$ cat config.mk
export PLATFORM = sky130hd
export DESIGN_NAME = median_ema_slew_distance_filter
export DESIGN_NICKNAME = d
export VERILOG_FILES = /design/src/rtl/mesdf_pkg.sv /design/src/rtl/mesdf_cell.sv /design/src/rtl/mesdf_sort_chain.sv /design/src/rtl/median_ema_slew_distance_filter.sv
export SDC_FILE = /design/constraint.sdc
export NUM_CORES = 1
export LEC_CHECK = 0
export ABC_AREA = 1
export BUFFER_PORTS_ARGS = -buffer_cell sky130_fd_sc_hd__clkbuf_2
export CAP_MARGIN = 5
export CORE_UTILIZATION = 65
export DETAILED_ROUTE_END_ITERATION = 10
export MAX_ROUTING_LAYER = met4
export PLACE_DENSITY_LB_ADDON = 0.12
export SLEW_MARGIN = 10
export SYNTH_ARGS = -nofsm -noshare
export SYNTH_HDL_FRONTEND = slang
export SYNTH_SLANG_ARGS = --single-unit
$ cat constraint.sdc
create_clock -name clk -period 8.6 [get_ports clk]
set_input_delay 0.43 -clock clk [delete_from_list [all_inputs] [get_ports clk]]
set_output_delay 0.43 -clock clk [all_outputs]
set_load 0.01 [all_outputs]
$ cat src/rtl/mesdf_pkg.sv
// Shared types and constants of the median, EMA and slew-limit distance filter.
package mesdf_pkg;

    localparam int DIST_W  = 16;
    localparam int ALPHA_W = 9;
    localparam int COUNT_W = 4;
    localparam int CFG_IDX_W = 2;

    localparam logic [ALPHA_W-1:0] ALPHA_ONE = 9'd256;

    localparam logic [DIST_W-1:0]  MAX_VALID_RESET  = 16'd6400;
    localparam logic [ALPHA_W-1:0] EMA_ALPHA_RESET  = 9'd77;
    localparam logic [DIST_W-1:0]  MAX_CHANGE_RESET = 16'd80;
    localparam logic [DIST_W-1:0]  FILL_DELTA_RESET = 16'd58;

    localparam logic [CFG_IDX_W-1:0] CFG_MAX_VALID  = 2'd0;
    localparam logic [CFG_IDX_W-1:0] CFG_EMA_ALPHA  = 2'd1;
    localparam logic [CFG_IDX_W-1:0] CFG_MAX_CHANGE = 2'd2;
    localparam logic [CFG_IDX_W-1:0] CFG_FILL_DELTA = 2'd3;

    typedef struct packed {
        logic [DIST_W-1:0] sample_distance;
        logic              burst_end;
    } in_item_t;

    typedef struct packed {
        logic [DIST_W-1:0]  filtered_distance;
        logic [DIST_W-1:0]  median_distance;
        logic [COUNT_W-1:0] valid_samples;
        logic               reading_ok;
        logic               spike_clamped;
        logic               filling;
    } out_item_t;

    // Control from the sequencer to the sorting chain
    typedef struct packed {
        logic insert;
        logic clear;
    } chain_ctrl_t;

    typedef enum logic [2:0] {
        ST_IDLE,
        ST_MEDIAN,
        ST_MUL,
        ST_EMA,
        ST_CLAMP,
        ST_HYST,
        ST_OUT
    } state_t;

endpackage

$ cat src/rtl/mesdf_cell.sv
// One cell of the insertion-sort chain: holds one sample and hands it to its right neighbour.
module mesdf_cell
    import mesdf_pkg::*;
(
    input  logic              clk,
    input  logic              insert,
    input  logic              occupied,
    input  logic              at_tail,
    input  logic [DIST_W-1:0] sample,
    input  logic [DIST_W-1:0] left_value,
    input  logic              left_greater,
    output logic [DIST_W-1:0] value,
    output logic              greater
);

    logic [DIST_W-1:0] value_reg;
    logic [DIST_W-1:0] value_next;

    assign greater = occupied && (value_reg > sample);
    assign value   = value_reg;

    // Take the neighbour's value when it moves right, else the new sample
    always_comb
    begin
        value_next = value_reg;
        if (insert && (greater || at_tail))
        begin
            value_next = left_greater ? left_value : sample;
        end
    end

    always_ff @(posedge clk)
    begin
        value_reg <= value_next;
    end

endmodule

$ cat src/rtl/mesdf_sort_chain.sv
// Row of sorting cells with the fill count and the upper-median select.
module mesdf_sort_chain
    import mesdf_pkg::*;
#(
    parameter int SAMPLES_PER_BURST = 8,
    parameter int CNT_W = $clog2(SAMPLES_PER_BURST + 1)
)
(
    input  logic              clk,
    input  logic              rst_n,
    input  chain_ctrl_t       ctrl,
    input  logic [DIST_W-1:0] sample,
    output logic [CNT_W-1:0]  count,
    output logic [DIST_W-1:0] median
);

    localparam int IDX_W = (SAMPLES_PER_BURST > 1) ? $clog2(SAMPLES_PER_BURST) : 1;

    logic [CNT_W-1:0]  count_reg;
    logic [CNT_W-1:0]  count_next;
    logic              full;
    logic              do_insert;
    logic [CNT_W-1:0]  half_count;
    logic [IDX_W-1:0]  median_idx;

    logic [DIST_W-1:0] cell_value   [SAMPLES_PER_BURST];
    logic              cell_greater [SAMPLES_PER_BURST];

    assign full      = (count_reg == CNT_W'(SAMPLES_PER_BURST));
    assign do_insert = ctrl.insert && !full;

    genvar i;
    generate
        for (i = 0; i < SAMPLES_PER_BURST; i++)
        begin : g_cell
            logic [DIST_W-1:0] left_value;
            logic              left_greater;

            if (i == 0)
            begin : g_head
                assign left_value   = '0;
                assign left_greater = 1'b0;
            end
            else
            begin : g_body
                assign left_value   = cell_value[i-1];
                assign left_greater = cell_greater[i-1];
            end

            mesdf_cell u_cell (
                .clk          (clk),
                .insert       (do_insert),
                .occupied     (CNT_W'(i) < count_reg),
                .at_tail      (CNT_W'(i) == count_reg),
                .sample       (sample),
                .left_value   (left_value),
                .left_greater (left_greater),
                .value        (cell_value[i]),
                .greater      (cell_greater[i])
            );
        end
    endgenerate

    always_comb
    begin
        count_next = count_reg;
        if (ctrl.clear)
        begin
            count_next = '0;
        end
        else if (do_insert)
        begin
            count_next = count_reg + CNT_W'(1);
        end
    end

    always_ff @(posedge clk or negedge rst_n)
    begin
        if (!rst_n)
        begin
            count_reg <= '0;
        end
        else
        begin
            count_reg <= count_next;
        end
    end

    assign half_count = count_reg >> 1;
    assign median_idx = half_count[IDX_W-1:0];
    assign median     = cell_value[median_idx];
    assign count      = count_reg;

endmodule

$ cat src/rtl/median_ema_slew_distance_filter.sv
// Top level of the median, EMA and slew-limit distance filter.
// Samples are taken one per cycle while in_stall is low: each valid sample (non-zero
// and below the configured validity limit) drops into its sorted place in a chain of
// cells in the cycle it is transferred. The sample that ends a burst also starts the
// sequencer, which picks the upper median and, for a burst with a valid sample, runs
// the EMA multiply, the slew limit and the filling hysteresis one step each; in_stall
// stays high from then until the result has been taken into the output register.
// A result is produced for every burst end, including bursts with no valid sample.
// Configuration writes take effect at once and are meant for idle periods.
module median_ema_slew_distance_filter
    import mesdf_pkg::*;
#(
    parameter int SAMPLES_PER_BURST = 8
)
(
    input  logic                 clk,
    input  logic                 rst_n,
    input  logic                 in_valid,
    output logic                 in_stall,
    input  in_item_t             in_data,
    output logic                 out_valid,
    input  logic                 out_stall,
    output out_item_t            out_data,
    input  logic                 cfg_write,
    input  logic [CFG_IDX_W-1:0] cfg_index,
    input  logic [DIST_W-1:0]    cfg_data
);

    localparam int CNT_W  = $clog2(SAMPLES_PER_BURST + 1);
    localparam int PROD_W = ALPHA_W + DIST_W + 2;
    localparam int SUM_W  = PROD_W + 1;

    state_t state_reg, state_next;

    logic [DIST_W-1:0]  max_valid_reg, max_valid_next;
    logic [ALPHA_W-1:0] alpha_reg, alpha_next;
    logic [DIST_W-1:0]  max_change_reg, max_change_next;
    logic [DIST_W-1:0]  fill_delta_reg, fill_delta_next;

    logic [DIST_W-1:0]  ema_reg, ema_next;
    logic               ema_seeded_reg, ema_seeded_next;
    logic [DIST_W-1:0]  prev_reg, prev_next;
    logic               output_seen_reg, output_seen_next;
    logic [DIST_W-1:0]  ref_reg, ref_next;
    logic               ref_seen_reg, ref_seen_next;
    logic               fill_flag_reg, fill_flag_next;
    logic               out_valid_reg, out_valid_next;

    logic [DIST_W-1:0]        median_reg, median_next;
    logic [CNT_W-1:0]         n_reg, n_next;
    logic signed [PROD_W-1:0] prod_reg, prod_next;
    logic [DIST_W-1:0]        filt_reg, filt_next;
    logic                     clamped_reg, clamped_next;
    logic                     ok_reg, ok_next;
    out_item_t                out_data_reg, out_data_next;

    chain_ctrl_t        chain_ctrl;
    logic [CNT_W-1:0]   chain_count;
    logic [DIST_W-1:0]  chain_median;
    logic               in_xfer;
    logic               sample_ok;

    logic [ALPHA_W-1:0]       alpha_use;
    logic signed [DIST_W:0]   ema_diff;
    logic signed [SUM_W-1:0]  ema_sum;
    logic                     rising;
    logic [DIST_W-1:0]        change;
    logic [DIST_W:0]          up_sum;
    logic [DIST_W-1:0]        limited;
    logic [DIST_W:0]          drop_amt;
    logic [DIST_W:0]          rise_amt;
    logic                     drop_hit;
    logic                     rise_hit;

    assign in_stall  = (state_reg != ST_IDLE);
    assign in_xfer   = in_valid && !in_stall;
    assign sample_ok = (in_data.sample_distance != '0)
                    && (in_data.sample_distance < max_valid_reg);

    assign chain_ctrl.insert = in_xfer && sample_ok;
    assign chain_ctrl.clear  = (state_reg == ST_MEDIAN);

    mesdf_sort_chain #(
        .SAMPLES_PER_BURST (SAMPLES_PER_BURST),
        .CNT_W             (CNT_W)
    ) u_chain (
        .clk    (clk),
        .rst_n  (rst_n),
        .ctrl   (chain_ctrl),
        .sample (in_data.sample_distance),
        .count  (chain_count),
        .median (chain_median)
    );

    // EMA as ema + alpha * (median - ema) / 256, floored; an unseeded EMA uses weight one
    assign alpha_use = !ema_seeded_reg ? ALPHA_ONE
                     : ((alpha_reg > ALPHA_ONE) ? ALPHA_ONE : alpha_reg);
    assign ema_diff  = $signed({1'b0, median_reg}) - $signed({1'b0, ema_reg});
    assign ema_sum   = $signed({{(SUM_W-DIST_W-8){1'b0}}, ema_reg, 8'd0})
                     + SUM_W'(prod_reg);

    assign rising  = (ema_reg > prev_reg);
    assign change  = rising ? (ema_reg - prev_reg) : (prev_reg - ema_reg);
    assign up_sum  = {1'b0, prev_reg} + {1'b0, max_change_reg};
    assign limited = rising ? (up_sum[DIST_W] ? {DIST_W{1'b1}} : up_sum[DIST_W-1:0])
                   : ((prev_reg > max_change_reg) ? (prev_reg - max_change_reg) : '0);

    assign drop_amt = {1'b0, ref_reg} - {1'b0, filt_reg};
    assign rise_amt = {1'b0, filt_reg} - {1'b0, ref_reg};
    assign drop_hit = !drop_amt[DIST_W] && (drop_amt[DIST_W-1:0] >= fill_delta_reg);
    assign rise_hit = !rise_amt[DIST_W] && (rise_amt[DIST_W-1:0] >= fill_delta_reg);

    always_comb
    begin
        state_next       = state_reg;
        max_valid_next   = max_valid_reg;
        alpha_next       = alpha_reg;
        max_change_next  = max_change_reg;
        fill_delta_next  = fill_delta_reg;
        ema_next         = ema_reg;
        ema_seeded_next  = ema_seeded_reg;
        prev_next        = prev_reg;
        output_seen_next = output_seen_reg;
        ref_next         = ref_reg;
        ref_seen_next    = ref_seen_reg;
        fill_flag_next   = fill_flag_reg;
        out_valid_next   = out_valid_reg && out_stall;
        median_next      = median_reg;
        n_next           = n_reg;
        prod_next        = prod_reg;
        filt_next        = filt_reg;
        clamped_next     = clamped_reg;
        ok_next          = ok_reg;
        out_data_next    = out_data_reg;

        if (cfg_write)
        begin
            unique case (cfg_index)
                CFG_MAX_VALID:  max_valid_next  = cfg_data;
                CFG_EMA_ALPHA:  alpha_next      = cfg_data[ALPHA_W-1:0];
                CFG_MAX_CHANGE: max_change_next = cfg_data;
                CFG_FILL_DELTA: fill_delta_next = cfg_data;
                default: ;
            endcase
        end

        unique case (state_reg)
            ST_IDLE:
            begin
                if (in_xfer && in_data.burst_end)
                begin
                    state_next = ST_MEDIAN;
                end
            end
            ST_MEDIAN:
            begin
                n_next       = chain_count;
                clamped_next = 1'b0;
                if (chain_count == '0)
                begin
                    // Empty burst: report the held output and leave the filter alone
                    filt_next   = prev_reg;
                    median_next = '0;
                    ok_next     = 1'b0;
                    state_next  = ST_OUT;
                end
                else
                begin
                    median_next = chain_median;
                    ok_next     = 1'b1;
                    state_next  = ST_MUL;
                end
            end
            ST_MUL:
            begin
                prod_next  = $signed({1'b0, alpha_use}) * ema_diff;
                state_next = ST_EMA;
            end
            ST_EMA:
            begin
                ema_next        = ema_sum[DIST_W+7:8];
                ema_seeded_next = 1'b1;
                state_next      = ST_CLAMP;
            end
            ST_CLAMP:
            begin
                filt_next = ema_reg;
                if (output_seen_reg && (prev_reg != '0) && (change > max_change_reg))
                begin
                    filt_next    = limited;
                    ema_next     = limited;
                    clamped_next = 1'b1;
                end
                prev_next        = filt_next;
                output_seen_next = 1'b1;
                state_next       = ST_HYST;
            end
            ST_HYST:
            begin
                if (!ref_seen_reg)
                begin
                    ref_next       = filt_reg;
                    ref_seen_next  = 1'b1;
                    fill_flag_next = 1'b0;
                end
                else if (drop_hit)
                begin
                    ref_next       = filt_reg;
                    fill_flag_next = 1'b1;
                end
                else if (rise_hit)
                begin
                    ref_next       = filt_reg;
                    fill_flag_next = 1'b0;
                end
                state_next = ST_OUT;
            end
            ST_OUT:
            begin
                // Hold until the output register is free
                if (!out_valid_reg || !out_stall)
                begin
                    out_data_next.filtered_distance = filt_reg;
                    out_data_next.median_distance   = median_reg;
                    out_data_next.valid_samples     = COUNT_W'(n_reg);
                    out_data_next.reading_ok        = ok_reg;
                    out_data_next.spike_clamped     = clamped_reg;
                    out_data_next.filling           = fill_flag_reg;
                    out_valid_next                  = 1'b1;
                    state_next                      = ST_IDLE;
                end
            end
            default:
            begin
                state_next = ST_IDLE;
            end
        endcase
    end

    always_ff @(posedge clk or negedge rst_n)
    begin
        if (!rst_n)
        begin
            state_reg       <= ST_IDLE;
            max_valid_reg   <= MAX_VALID_RESET;
            alpha_reg       <= EMA_ALPHA_RESET;
            max_change_reg  <= MAX_CHANGE_RESET;
            fill_delta_reg  <= FILL_DELTA_RESET;
            ema_reg         <= '0;
            ema_seeded_reg  <= 1'b0;
            prev_reg        <= '0;
            output_seen_reg <= 1'b0;
            ref_reg         <= '0;
            ref_seen_reg    <= 1'b0;
            fill_flag_reg   <= 1'b0;
            out_valid_reg   <= 1'b0;
        end
        else
        begin
            state_reg       <= state_next;
            max_valid_reg   <= max_valid_next;
            alpha_reg       <= alpha_next;
            max_change_reg  <= max_change_next;
            fill_delta_reg  <= fill_delta_next;
            ema_reg         <= ema_next;
            ema_seeded_reg  <= ema_seeded_next;
            prev_reg        <= prev_next;
            output_seen_reg <= output_seen_next;
            ref_reg         <= ref_next;
            ref_seen_reg    <= ref_seen_next;
            fill_flag_reg   <= fill_flag_next;
            out_valid_reg   <= out_valid_next;
        end
    end

    always_ff @(posedge clk)
    begin
        median_reg   <= median_next;
        n_reg        <= n_next;
        prod_reg     <= prod_next;
        filt_reg     <= filt_next;
        clamped_reg  <= clamped_next;
        ok_reg       <= ok_next;
        out_data_reg <= out_data_next;
    end

    assign out_valid = out_valid_reg;
    assign out_data  = out_data_reg;

endmodule

==> results of run 1 <==
Yosys cell counts (all sizes together), types with 7 or more instances:
library cell  number  area, um^2
o211ai            14         115
buf               39         255
edfxtp           221        6640
nand2            921        3510
a21o              15         113
fa               124        2480
dfrtp            104        2600
nor2             270        1070
a31oi             15         100
a21oi            303        1570
dfstp             13         342
o21ai            283        1430
o21bai            17         128
xor2              80         708
nor3              33         170
a211oi            14         105
nand4             46         288
nand3b             7        52.6
a22oi              7        52.6
clkbuf            63         244
nor4              11        68.8
o21a              10        75.1
inv              647        2430
nand3            190         966
xnor2             18         158
ha               369        4620
o22ai             16         100
stage by stage:
step           utilization  worst slack [ns]  cells  hold WS [ns]  cell area, um^2
3_5_place_dp         0.678              1.73   4501         0.405            31600
5_1_grt              0.706              1.21   4575         0.158            32900
6_report             0.706              1.59   4575         0.161            32900
2_1_floorplan            -              2.33   3895         0.134            30700
4_1_cts              0.706              1.69   4571         0.130            32900
3_3_place_gp         0.678              1.85   4501         0.401            31600
cell type report:
cell class	instances	area, um^2
Sequential cell	338	9580
Tap cell	607	759
Clock inverter	19	225
Multi-Input combinational cell	2804	18200
Fill cell	3804	13700
Clock buffer	50	1050
Antenna cell	4	10.0
Inverter	651	2450
Timing Repair Buffer	102	571
cells by family (layout without fill, tap and decap cells):
| logic type | after synthesis | after routing | share of synthesized area |
|---|---|---|---|
| compound gates | 723 | 723 | 0.132 |
| xor+xnor | 98 | 98 | 0.0282 |
| fa+ha+maj | 493 | 493 | 0.231 |
| buf+inv | 753 | 822 | 0.0958 |
| flops | 338 | 338 | 0.312 |
| other cells | 0 | 4 | 0 |
| simple gates | 1490 | 1490 | 0.202 |
per-layer routing:
layer	part of all wire	up-vias	wire length, um	track usage
li1	-	12900	-	-
met1	0.41	12400	36800	0.508
met2	0.44	1310	39400	0.586
met3	0.10	189	9040	0.0776
met4	0.039	0	3420	0.149
met5	0	-	0	-
worst register-to-register path: cells and delay by family (launching register included):
| kind | cells | cell delay, ns |
|---|---|---|
| xor gates and xnor gates | 1 | 0.54 |
| adders and majority gates | 7 | 3.29 |
| and+or+nand+nor | 12 | 1.18 |
| buffers and inverters | 4 | 0.36 |
| DFF | 1 | 0.51 |
| AOI/OAI and AO/OA | 3 | 0.88 |
cell usage in the layout (no fill, tap or decap), types with 8 or more instances in the layout:
master / count
a21oi_1: 290
o21ai_0: 272
dfstp_2: 13
xnor2_1: 18
nor2_1: 256
dfrtp_1: 104
nor4_1: 11
buf_4: 22
o21bai_1: 17
clkbuf_16: 39
nand3_1: 187
xor2_1: 79
o22ai_1: 16
clkbuf_2: 79
nand2_2: 14
fa_1: 124
o21a_1: 10
clkinv_1: 8
nor2_2: 8
edfxtp_1: 221
o211ai_1: 12
a21oi_2: 12
nand4_1: 46
a211oi_1: 14
a21o_1: 15
nor3_1: 30
clkbuf_1: 8
ha_1: 369
nand2_1: 904
a31oi_1: 14
inv_1: 639
what timing repair did:
| item | CTS | global route |
|---|---|---|
| hold buffers | 1 | 0 |
| endpoints found under the hold margin | 52 | 0 |
| buffers inserted | 0 | 0 |
worst max path at each step:
stage                    to  slack [ns]  cells past startpoint
4_1_cts        prod_reg[22]        1.69                     24
3_5_place_dp   prod_reg[22]        1.73                     24
3_3_place_gp   prod_reg[22]        1.85                     27
2_1_floorplan  prod_reg[22]        2.33                     28
6_report       prod_reg[22]        1.59                     27
5_1_grt        prod_reg[19]        1.21                     25
==> flow_summary.yaml, run 1 <==
run_status:
  status: "finished, final reports clean"
setup_path:
  worstPathArrival_ns: 7.33
  r2r_start: "ema_reg[1]"
  slowest_stage: "fa_1"
  r2r_end: "prod_reg[22]"
  worstPathRequired_ns: 8.92
  crit_start: "ema_reg[1]"
  ff2ff_path_depth: 27
  setup.worst_path.end_class: "flop"
  start_kind: "flop"
  slowest_delay_ns: 0.55
  worst-path-buf-inv: 4
  path_common_cell: "nand2_1"
  rrSetupSlack_ns: 1.59
  path_max_fanout: 7
  crit_family: "adder cells"
  path_class: "flop to flop"
synth:
  syn-cell-area_um2: 30700
  ys_async_sr_fraction: 0.346
  synth-edff-count: 221
  syn-num-nets: 4428
  avgSynthCellArea_um2: 7.89
  synth_warnings: 0
  ys_seq_elements: 338
  synth_ff_type: "edfxtp_1"
  synth_cell_types: 65
  synthCells: 3895
  ys_seq_area_frac: 0.312
route:
  vias: 26800
  ant_nets: 0
  dr.pass1.iters: 6
  drt-initial-drc-count: 2952
  drc_errors: 0
  avgViaCountPerCell: 5.86
  wl_per_cell_um: 19.4
  wl_mm: 88.6
floorplan:
  coreArea_um2: 46600
  io-pin-count: 81
  design.die.area_um2: 48200
  rows: 79
  die_h_um: 219
  dieWidth_um: 219
  start_util: 0.660
clock_tree:
  ctsResizeCount: 0
  cts_sinks: 338
  clkTransAtPathRegs_ns: 0.06
  htreeDepth: 2
  cts_tree: "done"
  cts_inserted_buffers: 38
  root_buffer: "clkbuf_16"
  clk_path_buf_depth: 3
  insertion_delay_ns: 0.59
sta:
  drv_slew: 0
  slew_headroom: 0.194
  setup_violations: 0
  hold_viol: 0
  period_needed_ns: 7.01
  finalCritPeriodShare: 0.815
  worst_pin_slew_ns: 1.20
  rsz0062_at_grt: "no"
  finalClockSkew_ns: 0.0247
  fmax_mhz: 143
  timing.setup.tns_ns: 0
placement:
  dp_hpwl_mm: 70.9
  gp_congestion: 1.03
  io_buffers: 80
min_path:
  min_path_type: "input port to flop"
  min_to: "out_valid"
  min_from: "out_stall"
  whs_path_depth: 3
global_route:
  track_usage: 0.386
  grt_pass1_wl_mm: 138
  grt_pass1_vias: 25400
  overflow: 0
  antenna_found_initial: 5
  grt_max_degree: 60
cells_and_area:
  drive_gt1_frac: 0.0618
  largest_reg_flops: 128
  synthToLayoutAreaGrowth_pct: 6.94
  finalNetCount: 4468
flow_run:
  cap_violations: 0
Power of run 1 is left out: the tool's default activity adds up to more than one toggle a clock period on the data nets, which glitch-free logic cannot reach.
==> inputs of run 2 (changes only) <==
clock period = 6.8 ns   (was 8.6 ns; I/O delays follow)
==> run 2 against run 1 <==
  * Routed wire length rose by 1.2%
  * Critical path depth rose by 2
  * Via count rose by 0.34%
  * Hold slack got worse by 0.094 ns
  * Flip-flop and latch count did not move
  * Non-clock buffer count rose by 18
  * Clock skew fell by 0.0052 ns
  * Fmax rose by 8.0%
  * Register-to-register slack got worse by 1.3 ns
==> flow_summary.yaml, run 2 (synthesis results as in run 1) <==
run_status:
  status: "finished, final reports clean"
global_route:
  overflow: 0
  antenna_found_initial: 2
  grt_max_degree: 61
  grt_pass1_vias: 25300
  grt_pass1_wl_mm: 138
  track_usage: 0.386
floorplan:
  die_h_um: 219
  coreArea_um2: 46600
  design.die.area_um2: 48200
  dieWidth_um: 219
  rows: 79
  io-pin-count: 81
  start_util: 0.660
sta:
  setup_violations: 0
  fmax_mhz: 154
  hold_ws_ns: 0.0678
  worst_pin_slew_ns: 1.22
  finalClockSkew_ns: 0.0195
  drv_slew: 0
  timing.setup.tns_ns: 0
  period_needed_ns: 6.49
  hold_viol: 0
  finalCritPeriodShare: 0.955
  slew_headroom: 0.181
setup_path:
  rrSetupSlack_ns: 0.31
  slowest_stage: "fa_1"
  ff2ff_path_depth: 29
  worstPathRequired_ns: 7.11
  start_kind: "flop"
  r2r_start: "ema_reg[0]"
  path_max_fanout: 7
  slowest_delay_ns: 0.55
  worst-path-buf-inv: 6
  worstPathArrival_ns: 6.80
  crit_family: "adder cells"
  r2r_end: "prod_reg[23]"
  setup.worst_path.end_class: "flop"
  path_class: "flop to flop"
clock_tree:
  clkTransAtPathRegs_ns: 0.06
  cts_sinks: 338
  cts_tree: "done"
  root_buffer: "clkbuf_16"
  cts_inserted_buffers: 38
  htreeDepth: 2
  insertion_delay_ns: 0.57
  clk_path_buf_depth: 3
placement:
  gp_congestion: 0.995
  io_buffers: 80
  dp_hpwl_mm: 71.8
  placedInstanceArea_um2: 31700
cells_and_area:
  finalNetCount: 4486
  final_cell_mix: "nand2_1 (893), inv_1 (638), ha_1 (362)"
  final_area_um2: 33300
  layout_commonest_cell: "nand2_1"
  multiInputGateArea_um2: 18400
  largest_reg_flops: 128
  drive_gt1_frac: 0.0766
  fillers: 3818
  register_area_um2: 9580
  synthToLayoutAreaGrowth_pct: 8.33
route:
  avgViaCountPerCell: 5.86
  dr.pass1.iters: 8
  vias: 26900
  drt-initial-drc-count: 2891
  drc_errors: 0
  wl_per_cell_um: 19.5
  wl_mm: 89.7
  ant_nets: 0
min_path:
  min_path_type: "input port to flop"
  min_to: "out_valid"
  whs_path_depth: 3
  min_from: "out_stall"
flow_run:
  cap_violations: 0
==> run 2: metal layers <==
metal  track usage  routed length, um  up-vias
li1              -                  -    12900
met1         0.511              37300    12500
met2         0.594              40300     1284
met3        0.0617               8350      192
met4         0.155               3840        0
met5             -                  0        -
==> run 2: how the worst max path moves through the flow <==
stage | cells past startpoint | start | slack [ns] | endpoint
after floorplan | 28 | ema_reg[0] | 0.53 | prod_reg[22]
final | 29 | ema_reg[0] | 0.31 | prod_reg[23]
after global placement | 28 | ema_reg[0] | 0.13 | prod_reg[22]
after CTS | 25 | ema_reg[0] | 0.06 | prod_reg[22]
after global routing | 27 | ema_reg[0] | -0.02 | prod_reg[22]
after detailed placement | 25 | ema_reg[0] | 0.07 | prod_reg[22]
==> run 2: cell type report <==
class,instances,area share
clock inverter,20,0.00984
clock buffer,50,0.0315
multi-input combinational,2804,0.554
antenna,1,0.0000751
sequential,338,0.288
tap,607,0.0228
inverter,651,0.0734
timing repair buffer,120,0.0212
==> run 2: repair_timing <==
action / 4_1_cts / 5_1_grt
setup buffers: 0 / 2
resized for setup: 0 / 47
hold buffers: 1 / 0
endpoints found under the setup margin: 0 / 6
endpoints found under the hold margin: 55 / 0
==> run 2: metrics by stage <==
stage / setup WS, ns / cells / utilization
2_1_floorplan: 0.526 / 3895 / -
3_3_place_gp: 0.132 / 4517 / 0.681
3_5_place_dp: 0.0732 / 4517 / 0.681
4_1_cts: 0.0630 / 4588 / 0.711
5_1_grt: -0.0162 / 4591 / 0.715
6_report: 0.306 / 4591 / 0.715
==> run 2: worst min-delay path, stage by stage <==
cell and delay (ns):
clkbuf_2 0.08, nand2_1 0.08, nand2_1 0.09
Power of run 2 is left out for the same reason.
